[config.mk]
export PLATFORM = sky130hd
export DESIGN_NAME = page_frame_allocator_fifo_random
export DESIGN_NICKNAME = d
export VERILOG_FILES = /design/src/sv/pfa_pkg.sv /design/src/sv/pfa_ram.sv /design/src/sv/page_frame_allocator_fifo_random.sv
export SDC_FILE = /design/constraint.sdc
export NUM_CORES = 1
export LEC_CHECK = 0
export ABC_AREA = 1
export ABC_CLOCK_PERIOD_IN_PS = 4200
export BUFFER_PORTS_ARGS = -buffer_cell sky130_fd_sc_hd__buf_2
export CAP_MARGIN = 10
export CORE_UTILIZATION = 36
export DETAILED_ROUTE_END_ITERATION = 8
export RECOVER_POWER = 25
export SETUP_SLACK_MARGIN = 0.15
export SYNTH_ARGS = -nofsm -noshare
export SYNTH_HDL_FRONTEND = slang
export SYNTH_SLANG_ARGS = --single-unit
[constraint.sdc]
create_clock -name clk -period 4.2 [get_ports clk]
set_input_delay 1.05 -clock clk [delete_from_list [all_inputs] [get_ports clk]]
set_output_delay 1.05 -clock clk [all_outputs]
set_load 0.03 [all_outputs]
[src/sv/pfa_pkg.sv]
`timescale 1ns / 1ps
// ----------------------------------------------------------------------------
// pfa_pkg: shared types and constants for the page frame allocator
// Beat structs, register indexes, mode, source and fill codes.
// ----------------------------------------------------------------------------
package pfa_pkg;

  localparam int NUM_FRAMES = 32;
  localparam int FRAME_BITS = $clog2(NUM_FRAMES);
  localparam int VPN_BITS   = 12;
  localparam int PID_BITS   = 8;
  localparam int OFFS_BITS  = 24;
  localparam int SEED_BITS  = 16;

  localparam logic [SEED_BITS-1:0] LFSR_TAPS = 16'hB400;
  localparam logic [SEED_BITS-1:0] LFSR_ONE  = 16'h0001;

  // configuration register indexes
  localparam logic REG_MODE = 1'b0;
  localparam logic REG_SEED = 1'b1;

  // replacement modes (code 3 acts as no replacement)
  localparam logic [1:0] MODE_FIFO   = 2'd0;
  localparam logic [1:0] MODE_RANDOM = 2'd1;
  localparam logic [1:0] MODE_NONE   = 2'd2;

  localparam logic OP_FAULT = 1'b0;
  localparam logic OP_DIRTY = 1'b1;

  localparam logic [1:0] SRC_EXEC = 2'd0;
  localparam logic [1:0] SRC_SWAP = 2'd1;

  localparam logic [1:0] FILL_EXEC = 2'd0;
  localparam logic [1:0] FILL_SWAP = 2'd1;
  localparam logic [1:0] FILL_ZERO = 2'd2;

  typedef struct packed {
    logic                  op;
    logic [VPN_BITS-1:0]   virtual_page;
    logic [PID_BITS-1:0]   process_id;
    logic [1:0]            page_source;
    logic [OFFS_BITS-1:0]  file_offset;
    logic [FRAME_BITS-1:0] target_frame;
  } pfa_req_t;

  typedef struct packed {
    logic [FRAME_BITS-1:0] frame;
    logic                  evicted;
    logic [VPN_BITS-1:0]   evicted_page;
    logic [PID_BITS-1:0]   evicted_owner;
    logic                  evicted_dirty;
    logic [1:0]            fill_kind;
    logic [OFFS_BITS-1:0]  fill_offset;
    logic                  status;
  } pfa_res_t;

  // one inverted page table entry as kept in memory
  typedef struct packed {
    logic [VPN_BITS-1:0] vpn;
    logic [PID_BITS-1:0] owner;
  } pfa_entry_t;

endpackage

[src/sv/pfa_ram.sv]
`timescale 1ns / 1ps
// ----------------------------------------------------------------------------
// pfa_ram: generic simple dual-port RAM
// One write port, one read port, read data registered.
// ----------------------------------------------------------------------------
module pfa_ram #(
  parameter int WIDTH = 8,
  parameter int DEPTH = 32
) (
  input  logic                     clk,
  input  logic                     we,
  input  logic [$clog2(DEPTH)-1:0] waddr,
  input  logic [WIDTH-1:0]         wdata,
  input  logic [$clog2(DEPTH)-1:0] raddr,
  output logic [WIDTH-1:0]         rdata
);

  logic [WIDTH-1:0] mem [DEPTH];

  always_ff @(posedge clk) begin
    if (we) begin
      mem[waddr] <= wdata;
    end
    rdata <= mem[raddr];
  end

endmodule

[src/sv/page_frame_allocator_fifo_random.sv]
`timescale 1ns / 1ps
// ----------------------------------------------------------------------------
// page_frame_allocator_fifo_random: page fault frame allocator
// Inverted page table with FIFO or LFSR victim choice on a full table.
// ----------------------------------------------------------------------------
// Usage:
//   Request channel: drive in_req and raise start; the beat is taken at an
//   edge where start is high and busy is low. op 0 is a page fault, op 1
//   marks a frame dirty.
//   Result channel: every request yields exactly one result beat on out_res,
//   flagged by out_valid for a single cycle. The receiver cannot stall, so
//   the result must be captured in that cycle.
//   Config channel: cfg_index/cfg_data with cfg_valid; cfg_ready is always
//   high. Index 0 is the replacement mode, index 1 reloads the LFSR seed
//   (zero loads 1). Write only while no request is outstanding.
// Timing:
//   Accept edge -> FIND state -> OUT state -> out_valid register, so the
//   result reaches the ports once out_valid is registered. busy is high
//   only in FIND, so a new request can already be taken in OUT, before the
//   previous result is on the ports. FIND and OUT are separate because the
//   FIFO order memory and the page table memory, whose read address is the
//   chosen frame, both have registered read data.
// Reset (rst_n low, synchronous): all frames free and invalid, FIFO queue
//   empty, mode FIFO, LFSR = 1. The table memory needs no clearing pass: a
//   per-frame valid flop masks entries that were never written.
// ----------------------------------------------------------------------------
module page_frame_allocator_fifo_random
  import pfa_pkg::*;
(
  input  logic           clk,
  input  logic           rst_n,
  input  logic           start,
  output logic           busy,
  input  pfa_req_t       in_req,
  output logic           out_valid,
  output pfa_res_t       out_res,
  input  logic           cfg_valid,
  output logic           cfg_ready,
  input  logic           cfg_index,
  input  logic [SEED_BITS-1:0] cfg_data
);

  typedef enum logic [1:0] {ST_IDLE, ST_FIND, ST_OUT} state_t;

  state_t                state_r, state_nxt;
  pfa_req_t              req_r, req_nxt;
  logic [FRAME_BITS-1:0] f_r, f_nxt;
  logic                  found_r, found_nxt;
  logic                  old_valid_r, old_valid_nxt;
  logic                  old_dirty_r, old_dirty_nxt;
  logic [NUM_FRAMES-1:0] free_r, free_nxt;
  logic [NUM_FRAMES-1:0] valid_r, valid_nxt;
  logic [NUM_FRAMES-1:0] dirty_r, dirty_nxt;
  logic [FRAME_BITS-1:0] head_r, head_nxt;
  logic [FRAME_BITS:0]   count_r, count_nxt;
  logic [SEED_BITS-1:0]  lfsr_r, lfsr_nxt;
  logic [1:0]            mode_r, mode_nxt;
  logic                  out_valid_r, out_valid_nxt;
  pfa_res_t              out_r, out_nxt;

  logic                  accept;
  logic                  pe_any;
  logic [FRAME_BITS-1:0] pe_idx;
  logic [SEED_BITS-1:0]  lfsr_adv;
  logic [FRAME_BITS-1:0] vic;
  logic                  hit;
  logic [1:0]            kind;

  // FIFO order memory
  logic                  fifo_we;
  logic [FRAME_BITS-1:0] fifo_waddr, fifo_wdata, fifo_rdata;

  // page table memory
  logic                  tbl_we;
  logic [FRAME_BITS-1:0] tbl_raddr;
  pfa_entry_t            tbl_wdata, tbl_rdata;

  assign accept    = start && !busy;
  assign busy      = (state_r == ST_FIND);
  assign cfg_ready = 1'b1;
  assign out_valid = out_valid_r;
  assign out_res   = out_r;

  // lowest free frame
  always_comb begin
    pe_any = |free_r;
    pe_idx = '0;
    for (int i = NUM_FRAMES - 1; i >= 0; i--) begin
      if (free_r[i]) begin
        pe_idx = FRAME_BITS'(i);
      end
    end
  end

  // Galois LFSR, right shift
  assign lfsr_adv = lfsr_r[0] ? ((lfsr_r >> 1) ^ LFSR_TAPS) : (lfsr_r >> 1);

  assign tbl_wdata = '{vpn: req_r.virtual_page, owner: req_r.process_id};

  always_comb begin
    state_nxt     = state_r;
    req_nxt       = req_r;
    f_nxt         = f_r;
    found_nxt     = found_r;
    old_valid_nxt = old_valid_r;
    old_dirty_nxt = old_dirty_r;
    free_nxt      = free_r;
    valid_nxt     = valid_r;
    dirty_nxt     = dirty_r;
    head_nxt      = head_r;
    count_nxt     = count_r;
    lfsr_nxt      = lfsr_r;
    mode_nxt      = mode_r;
    out_valid_nxt = 1'b0;
    out_nxt       = out_r;
    fifo_we       = 1'b0;
    fifo_waddr    = head_r + count_r[FRAME_BITS-1:0];
    fifo_wdata    = '0;
    tbl_we        = 1'b0;
    tbl_raddr     = pe_idx;
    vic           = '0;
    hit           = 1'b0;
    kind          = FILL_ZERO;

    unique case (state_r)
      ST_IDLE: begin
        if (accept) begin
          req_nxt   = in_req;
          state_nxt = ST_FIND;
        end
      end
      ST_FIND: begin
        // pick the frame and update the frame state flops; table read goes out now
        if (req_r.op == OP_DIRTY) begin
          f_nxt     = req_r.target_frame;
          found_nxt = ({1'b0, req_r.target_frame} < (FRAME_BITS+1)'(NUM_FRAMES));
          if (found_nxt) begin
            dirty_nxt[req_r.target_frame] = 1'b1;
          end
        end else begin
          priority if (pe_any) begin
            vic = pe_idx;
            hit = 1'b1;
            free_nxt[pe_idx] = 1'b0;
            if (mode_r == MODE_FIFO) begin
              fifo_we    = 1'b1;
              fifo_wdata = pe_idx;
              count_nxt  = count_r + (FRAME_BITS+1)'(1);
            end
          end else if (mode_r == MODE_FIFO && count_r != '0) begin
            // rotate head to tail: pop at head, push at head + count
            vic        = fifo_rdata;
            hit        = 1'b1;
            head_nxt   = head_r + FRAME_BITS'(1);
            fifo_we    = 1'b1;
            fifo_wdata = fifo_rdata;
          end else if (mode_r == MODE_RANDOM) begin
            vic      = lfsr_adv[FRAME_BITS-1:0];
            hit      = 1'b1;
            lfsr_nxt = lfsr_adv;
          end else begin
            hit = 1'b0;
          end
          tbl_raddr     = vic;
          f_nxt         = vic;
          found_nxt     = hit;
          old_valid_nxt = valid_r[vic];
          old_dirty_nxt = dirty_r[vic];
          if (hit) begin
            valid_nxt[vic] = 1'b1;
            dirty_nxt[vic] = 1'b0;
          end
        end
        state_nxt = ST_OUT;
      end
      ST_OUT: begin
        out_valid_nxt = 1'b1;
        out_nxt       = '0;
        out_nxt.status = !found_r;
        if (found_r) begin
          out_nxt.frame = f_r;
        end
        if (req_r.op == OP_FAULT && found_r) begin
          tbl_we = 1'b1;
          unique case (req_r.page_source)
            SRC_EXEC: kind = FILL_EXEC;
            SRC_SWAP: kind = FILL_SWAP;
            default:  kind = FILL_ZERO;
          endcase
          out_nxt.fill_kind = kind;
          if (kind != FILL_ZERO) begin
            out_nxt.fill_offset = req_r.file_offset;
          end
          if (old_valid_r) begin
            out_nxt.evicted       = 1'b1;
            out_nxt.evicted_page  = tbl_rdata.vpn;
            out_nxt.evicted_owner = tbl_rdata.owner;
            out_nxt.evicted_dirty = old_dirty_r;
          end
        end
        // back-to-back: a new request may be taken in this cycle
        if (accept) begin
          req_nxt   = in_req;
          state_nxt = ST_FIND;
        end else begin
          state_nxt = ST_IDLE;
        end
      end
      default: state_nxt = ST_IDLE;
    endcase

    if (cfg_valid && cfg_ready) begin
      unique case (cfg_index)
        REG_MODE: mode_nxt = cfg_data[1:0];
        REG_SEED: lfsr_nxt = (cfg_data == '0) ? LFSR_ONE : cfg_data;
        default:  mode_nxt = mode_r;
      endcase
    end
  end

  always_ff @(posedge clk) begin
    req_r       <= req_nxt;
    f_r         <= f_nxt;
    found_r     <= found_nxt;
    old_valid_r <= old_valid_nxt;
    old_dirty_r <= old_dirty_nxt;
    out_r       <= out_nxt;
    if (!rst_n) begin
      state_r     <= ST_IDLE;
      free_r      <= '1;
      valid_r     <= '0;
      dirty_r     <= '0;
      head_r      <= '0;
      count_r     <= '0;
      lfsr_r      <= LFSR_ONE;
      mode_r      <= MODE_FIFO;
      out_valid_r <= 1'b0;
    end else begin
      state_r     <= state_nxt;
      free_r      <= free_nxt;
      valid_r     <= valid_nxt;
      dirty_r     <= dirty_nxt;
      head_r      <= head_nxt;
      count_r     <= count_nxt;
      lfsr_r      <= lfsr_nxt;
      mode_r      <= mode_nxt;
      out_valid_r <= out_valid_nxt;
    end
  end

  // FIFO order: read always at the head; written only in FIND, whose read
  // data is never used, so no bypass is needed
  pfa_ram #(
    .WIDTH (FRAME_BITS),
    .DEPTH (NUM_FRAMES)
  ) u_fifo_ram (
    .clk   (clk),
    .we    (fifo_we),
    .waddr (fifo_waddr),
    .wdata (fifo_wdata),
    .raddr (head_r),
    .rdata (fifo_rdata)
  );

  // page table: read in FIND, written back in OUT
  pfa_ram #(
    .WIDTH ($bits(pfa_entry_t)),
    .DEPTH (NUM_FRAMES)
  ) u_tbl_ram (
    .clk   (clk),
    .we    (tbl_we),
    .waddr (f_r),
    .wdata (tbl_wdata),
    .raddr (tbl_raddr),
    .rdata (tbl_rdata)
  );

`ifndef SYNTHESIS
  a_busy_gives_result: assert property (@(posedge clk) disable iff (!rst_n)
    busy |=> ##1 out_valid)
    else $error("request in FIND did not produce a result beat");

  a_result_has_request: assert property (@(posedge clk) disable iff (!rst_n)
    out_valid |-> $past(busy, 2))
    else $error("result beat without a request two cycles earlier");

  a_fifo_count_bound: assert property (@(posedge clk) disable iff (!rst_n)
    count_r <= (FRAME_BITS+1)'(NUM_FRAMES))
    else $error("FIFO queue holds more frames than exist");
`endif

endmodule
* Word-level counts from Yosys, hierarchy flattened *
Memories as Yosys holds them, arrays and structs flattened. A register that Yosys moved wholly into a read port is not among the register bits.
Cells that the tools add are included.

word-level totals
  memories kept = 2
  register bits = 242
  memory bits (writable) = 800
  output and inout bits = 57

memories
  name            words  bits a word  read ports  clocked after Yosys merged registers in  write ports  RTL line       source
  u_tbl_ram.mem   32     20           1           1                                        1            pfa_ram.sv:18  logic [WIDTH-1:0] mem [DEPTH];
  u_fifo_ram.mem  32     5            1           1                                        1            pfa_ram.sv:18

cells by class
  $lt $le $gt $ge = 6
  reduce and logical (&&, ||, !) cells = 26
  muxes and demuxes = 90
  add/subtract/negate cells = 3
  eq/ne operators = 6
  bitwise gates (word level) = 10

operator list
  cell                                                                                 number
  5-bit two-way mux                                                                    45
  16-bit two-way mux                                                                   9
  32-bit AND                                                                           2
  32-bit two-way mux                                                                   2
  32-bit NOT                                                                           2
  32-bit bitwise OR                                                                    2
  32-bit OR reduction                                                                  1
  1-bit two-way mux                                                                    23
  22-bit two-way mux                                                                   1
  5-bit by 6-bit < comparator with 1-bit output, second input constant                 3
  16-bit zero test                                                                     1
  1-bit demux with 5-bit select                                                        3
  5-bit by 1-bit greater-or-equal comparator with 1-bit output, second input constant  3
  2-bit AND reduction                                                                  6
  1-bit binary-select mux with 5-bit select                                            2
  4-bit AND reduction                                                                  2
  6-bit by 1-bit adder with 6-bit output, second input constant                        1
  2-bit by 1-bit equality test with 1-bit output, second input constant                3
  1-bit logical AND                                                                    6
  2-bit zero test                                                                      3
  2-bit two-way mux                                                                    3
  2-bit one-hot mux with 3 select lines                                                1
  3-bit AND reduction                                                                  2
  6-bit nonzero test                                                                   1
  10 further kinds                                                                     14

* Depth between registers and ports, before layout *
  depth in word-level cells = 43
  depth in mapped cells = 44
  depth with buffers taken out = 42

* Modules after synthesis *
Synthesis repeated with hierarchy kept, for this count alone.

unflattened totals
  cells, all modules = 4106
  area, all modules = 43825.8 um^2

by module, submodules not included
  module                            times used  cells an instance  seq. area each (um^2)  area an instance (um^2)
  pfa_ram (u_tbl_ram)               1           2230               19618.8                26519.2
  page_frame_allocator_fifo_random  1           1281               5985.7                 10510.1
  pfa_ram (u_fifo_ram)              1           595                4904.7                 6796.5

* Worst setup path before layout *
No wires, ideal clock.

  path kind = flip-flop to flip-flop
  start = register state_r[0]
  end = memory u_fifo_ram.mem[0][3] (netlist name) (data pin)
  path slack = 40 ps
  clock period less this slack = 4160 ps
  stages on the path, launching flop included = 9
  arrival = 3699 ps
  path through = dfxtp_1 -> inv_1 -> nor2_1 -> inv_1 -> nor2_2 -> inv_2 -> nor2_1 -> nor2_1 -> nor3b_1

on the way
  word-level cells in the longest chain between the ends = 2

RTL lines
  element                                         RTL line                                 source
  start, declared                                 page_frame_allocator_fifo_random.sv:45   state_t state_r, state_nxt;
  start signal, assigned                          page_frame_allocator_fifo_random.sv:239  state_r <= state_nxt;
  2-bit by 1-bit equality test with 1-bit output  --
  via busy                                        page_frame_allocator_fifo_random.sv:33   output logic busy,
  5-bit two-way mux                               page_frame_allocator_fifo_random.sv:125  unique case (state_r)
  via fifo_wdata[3]                               page_frame_allocator_fifo_random.sv:71   logic [FRAME_BITS-1:0] fifo_waddr, fifo_wdata, fifo_rdata;
  end, declared                                   pfa_ram.sv:18

The timed path passes the listed nets, and every way through them passes these cells.

* Worst setup path in the final report *
  start = register free_r[20]
  end = register u_tbl_ram.rdata[11], read port of u_tbl_ram.mem

on the way
  word-level cells in the longest chain between the ends = 26

RTL lines
  element                          RTL line                                 source
  start, declared                  page_frame_allocator_fifo_random.sv:51   logic [NUM_FRAMES-1:0] free_r, free_nxt;
  start signal, assigned           page_frame_allocator_fifo_random.sv:240  free_r <= free_nxt;
  5-bit two-way mux (21 in a row)  page_frame_allocator_fifo_random.sv:89   if (free_r[i]) begin
  5-bit two-way mux                page_frame_allocator_fifo_random.sv:141  priority if (pe_any) begin
  5-bit two-way mux                page_frame_allocator_fifo_random.sv:134  if (req_r.op == OP_DIRTY) begin
  5-bit two-way mux                page_frame_allocator_fifo_random.sv:125
  5-bit two-way mux                page_frame_allocator_fifo_random.sv:134
  5-bit two-way mux *              page_frame_allocator_fifo_random.sv:125
  end, declared                    pfa_ram.sv:15                            output logic [WIDTH-1:0] rdata

Every way passes the cells marked *; elsewhere a longest branch is shown, timed or not. The select of a mux whose other input is x is not followed.
A chain may end at the register's enable or synchronous reset.

==> reports/results.ini <==
[clock_tree]
clk_latency_ns = 0.70
htree_num_levels = 3
cts_max_path_buffers = 3
post_cts_buffers = 0
hold_buffers = 0
cts_tree = built
root_buffer = clkbuf_16
clkTransAtPathRegs_ns = 0.06
numCtsBuffers = 111
cts_sinks = 1067

[placement]
placed_cell_area_sq_mm = 0.0480
port_buffers = 128
gp_congestion = 0.842
place_hpwl_microns = 67400

[synthesis]
synth_seq_cells = 1067
ys_async_sr_fraction_pct = 0
synth_top_area_share_pct = 60.7
synthCells = 4356
synth_area_leaders = edfxtp_1 (61%), nand3_1 (8.3%), nand2_1 (8.1%), dfxtp_1 (6.8%), inv_1 (4.6%)
avgSynthCellArea_sq_um = 10.4
ys_types = 44
yosys.area.top_type = edfxtp_1
yosysMostFrequentCell = nand2_1
synth.yosys.seq_area_share_pct = 67.5
synth_edf_count = 914
synth_common_cells = nand2_1 (973), edfxtp_1 (914), nand3_1 (748)
ys_warn_count = 0
synth_top_flop_cell = edfxtp_1
syn_area_sq_mm = 0.0452
synthesis.nets = 4437

[setup_path]
cpPeakStageDelay_ns = 0.41
required_ns = 4.77
start_kind = flip-flop
worstSetupPathType = reg2reg
r2r-start = free_r[20]
worst-r2r-setup-slack_ns = 0.43
cp_slowest_cell = or2_4
worst_setup_path_end_kind = flip-flop
crit_chain = nor2_1 -> nand3_1 -> nor2_1 -> inv_1 -> nor2_1 -> inv_2 -> nor2_4 -> inv_2 -> nor2_4 -> o22ai_2 -> or2_4 -> buf_12 -> nand3_1 -> nand2_1 -> nand2_1 -> nand3_1 -> nand3_1 -> nand2_1 -> nand2_1 -> nand2_1
worstPathArrival_ns = 4.34
cp_max_fo = 180
crit_top_cell = nand2_1
rr_endpoint = u_tbl_ram.rdata[11]
ff2ff_path_depth = 20

[power]
powerDensity_mw_per_mm2 = 433
combPwrFrac_pct = 2.6
power.share.clock_pct = 45.3
netSwitchingPower_mw = 4.66
internal_power_mw = 17.8
p_total_mw = 22.4
power.leakage_nw = 20.4
switching_share_pct = 20.8
power_frac_seq_pct = 52.1
vdd_ir_drop_max_uv = 357

[global_route]
grtUsageTotal_pct = 18.2
grt_overflow = 0
antenna_found_initial = 2
grt_pass1_vias = 30100
grt_max_degree = 181
grt_pass1_wl_microns = 180000

[die]
num_rows = 129
ios = 130
die_y_microns = 356
core-area_sq_mm = 0.124
die_area_sq_mm = 0.127
die_x_microns = 356
start_util_pct = 36.4

[run_status]
status = finished with violations
violations = capacitance limit, slew limit

[drt]
routedWlPerCell_microns = 18.8
dr.pass1.iters = 6
ant_nets = 0
drt_iter0_drc = 2623
avgViaCountPerCell = 5.04
vias = 31300
wl_microns = 117000
drc = 0

[flow_run]
cap_violations = 5

[sta]
relSlewSlack_pct = -106
setup_viol = 0
whs_ns = 0.448
maxSlewViolCount = 161
finalCritPeriodShare_pct = 89.8
hold_violations = 0
skew_ns = 0.0264
tightest_slew_ns = 3.09
fmax_mhz = 265
rsz0062_at_grt = true
period_minus_slack_ns = 3.77
timing.setup.tns_ns = 0

[finish]
fillCellCount = 11700
diodes = 0
area_growth_pct = 14.6
final_layout_size_suffix_gt1_share_pct = 10.1
nNetsFinal = 4556
finalInstanceArea_sq_mm = 0.0518

[worst_hold_path]
worstHoldPathType = reg2reg
min-delay-start = valid_r[6]
holdPathStages = 2
hold_path_end = valid_r[6]

## per-layer routing
metal / global-route usage (%) / part of all wire (%)
met3: 2.52 / 6.9
met1: 25.8 / 44
met2: 28.9 / 46
met5: 0 / 0
met4: 5.28 / 2.5
## cells in the final DEF (no fill, tap or decap), types with 44 or more instances in the layout
| cell type | instances |
|---|---|
| nand2_1 | 973 |
| o21ai_0 | 169 |
| nor2_1 | 248 |
| buf_4 | 82 |
| dfxtp_1 | 152 |
| clkbuf_1 | 44 |
| clkbuf_16 | 114 |
| edfxtp_1 | 914 |
| nand3_1 | 748 |
| nand3b_1 | 82 |
| inv_1 | 549 |
| a21oi_1 | 74 |
| buf_2 | 117 |
## cells by family after synthesis
| family | after synthesis | share of synthesized area [%] |
|---|---|---|
| and+or+nand+nor | 2163 | 21.2 |
| DFF | 1067 | 67.5 |
| buffers and inverters | 794 | 7.06 |
| AOI/OAI and AO/OA | 316 | 3.88 |
| adders and majority gates | 8 | 0.238 |
| xor gates and xnor gates | 7 | 0.136 |
| other | 1 | 0.00829 |
## how the worst max path moves through the flow
stage / cells past startpoint / endpoint / slack (ns) / startpoint
final: 20 / u_tbl_ram.rdata[11] / 0.43 / free_r[20]
after floorplan: 10 / u_fifo_ram.mem[0][0] / 0.43 / state_r[0]
after CTS: 20 / u_tbl_ram.rdata[17] / 0.47 / free_r[20]
after global placement: 41 / old_valid_r / 0.45 / free_r[30]
after detailed placement: 20 / u_tbl_ram.rdata[11] / 0.56 / free_r[20]
after global routing: 42 / old_dirty_r / 0.08 / free_r[30]
## power groups by stage
stage / Combinational (mW) / Sequential, mW / Clock (mW)
3_3_place_gp: 0.566 / 11.9 / 0
6_report: 0.579 / 11.7 / 10.2
5_1_grt: 0.649 / 11.7 / 10.7
2_1_floorplan: 0.362 / 11.9 / 0
4_1_cts: 0.576 / 11.7 / 10.3
3_5_place_dp: 0.572 / 11.9 / 0
## area by class of cell
cell class,count,area [sq um],area share (%)
clock inverter,60,706,1.36
multi-input combinational,2495,11700,22.5
inverter,563,2120,4.09
clock buffer,151,3100,5.99
sequential,1067,30500,58.9
tap,1637,2050,3.95
timing repair buffer,237,1640,3.17
## per-stage QoR
step | setup slack (ns) | util (%) | cells
finish | 0.428 | 41.7 | 6210
global route | 0.0769 | 41.7 | 6210
CTS | 0.466 | 41.7 | 6208
detailed placement | 0.563 | 38.7 | 5997
global placement | 0.454 | 38.7 | 5997
floorplan | 0.429 | - | 4356
## flip-flops by register name, summed over array words and instances, names as in the netlist, 2 cells and up
signal            flops
free_r               32
state_r               2
count_r               6
u_fifo_ram.mem      160
f_r                   5
req_r                52
mode_r                2
head_r                5
u_fifo_ram.rdata      5
u_tbl_ram.rdata      20
valid_r              32
u_tbl_ram.mem       640
out_res              54
lfsr_r               16
dirty_r              32
## timing repair
action	4_1_cts	5_1_grt
gates resized for setup	0	5
hold endpoints to repair	0	0
setup endpoints to repair	0	21
## worst max-delay path, delay by kind of cell (launching register included)
kind / cells / cell delay [ns]
AND/OR/NAND/NOR: 15 / 2.31
AO/OA/AOI/OAI: 1 / 0.18
buffers and inverters: 4 / 0.52
flip-flops: 1 / 0.32
Note: power is estimated with default switching activity, not from simulation.
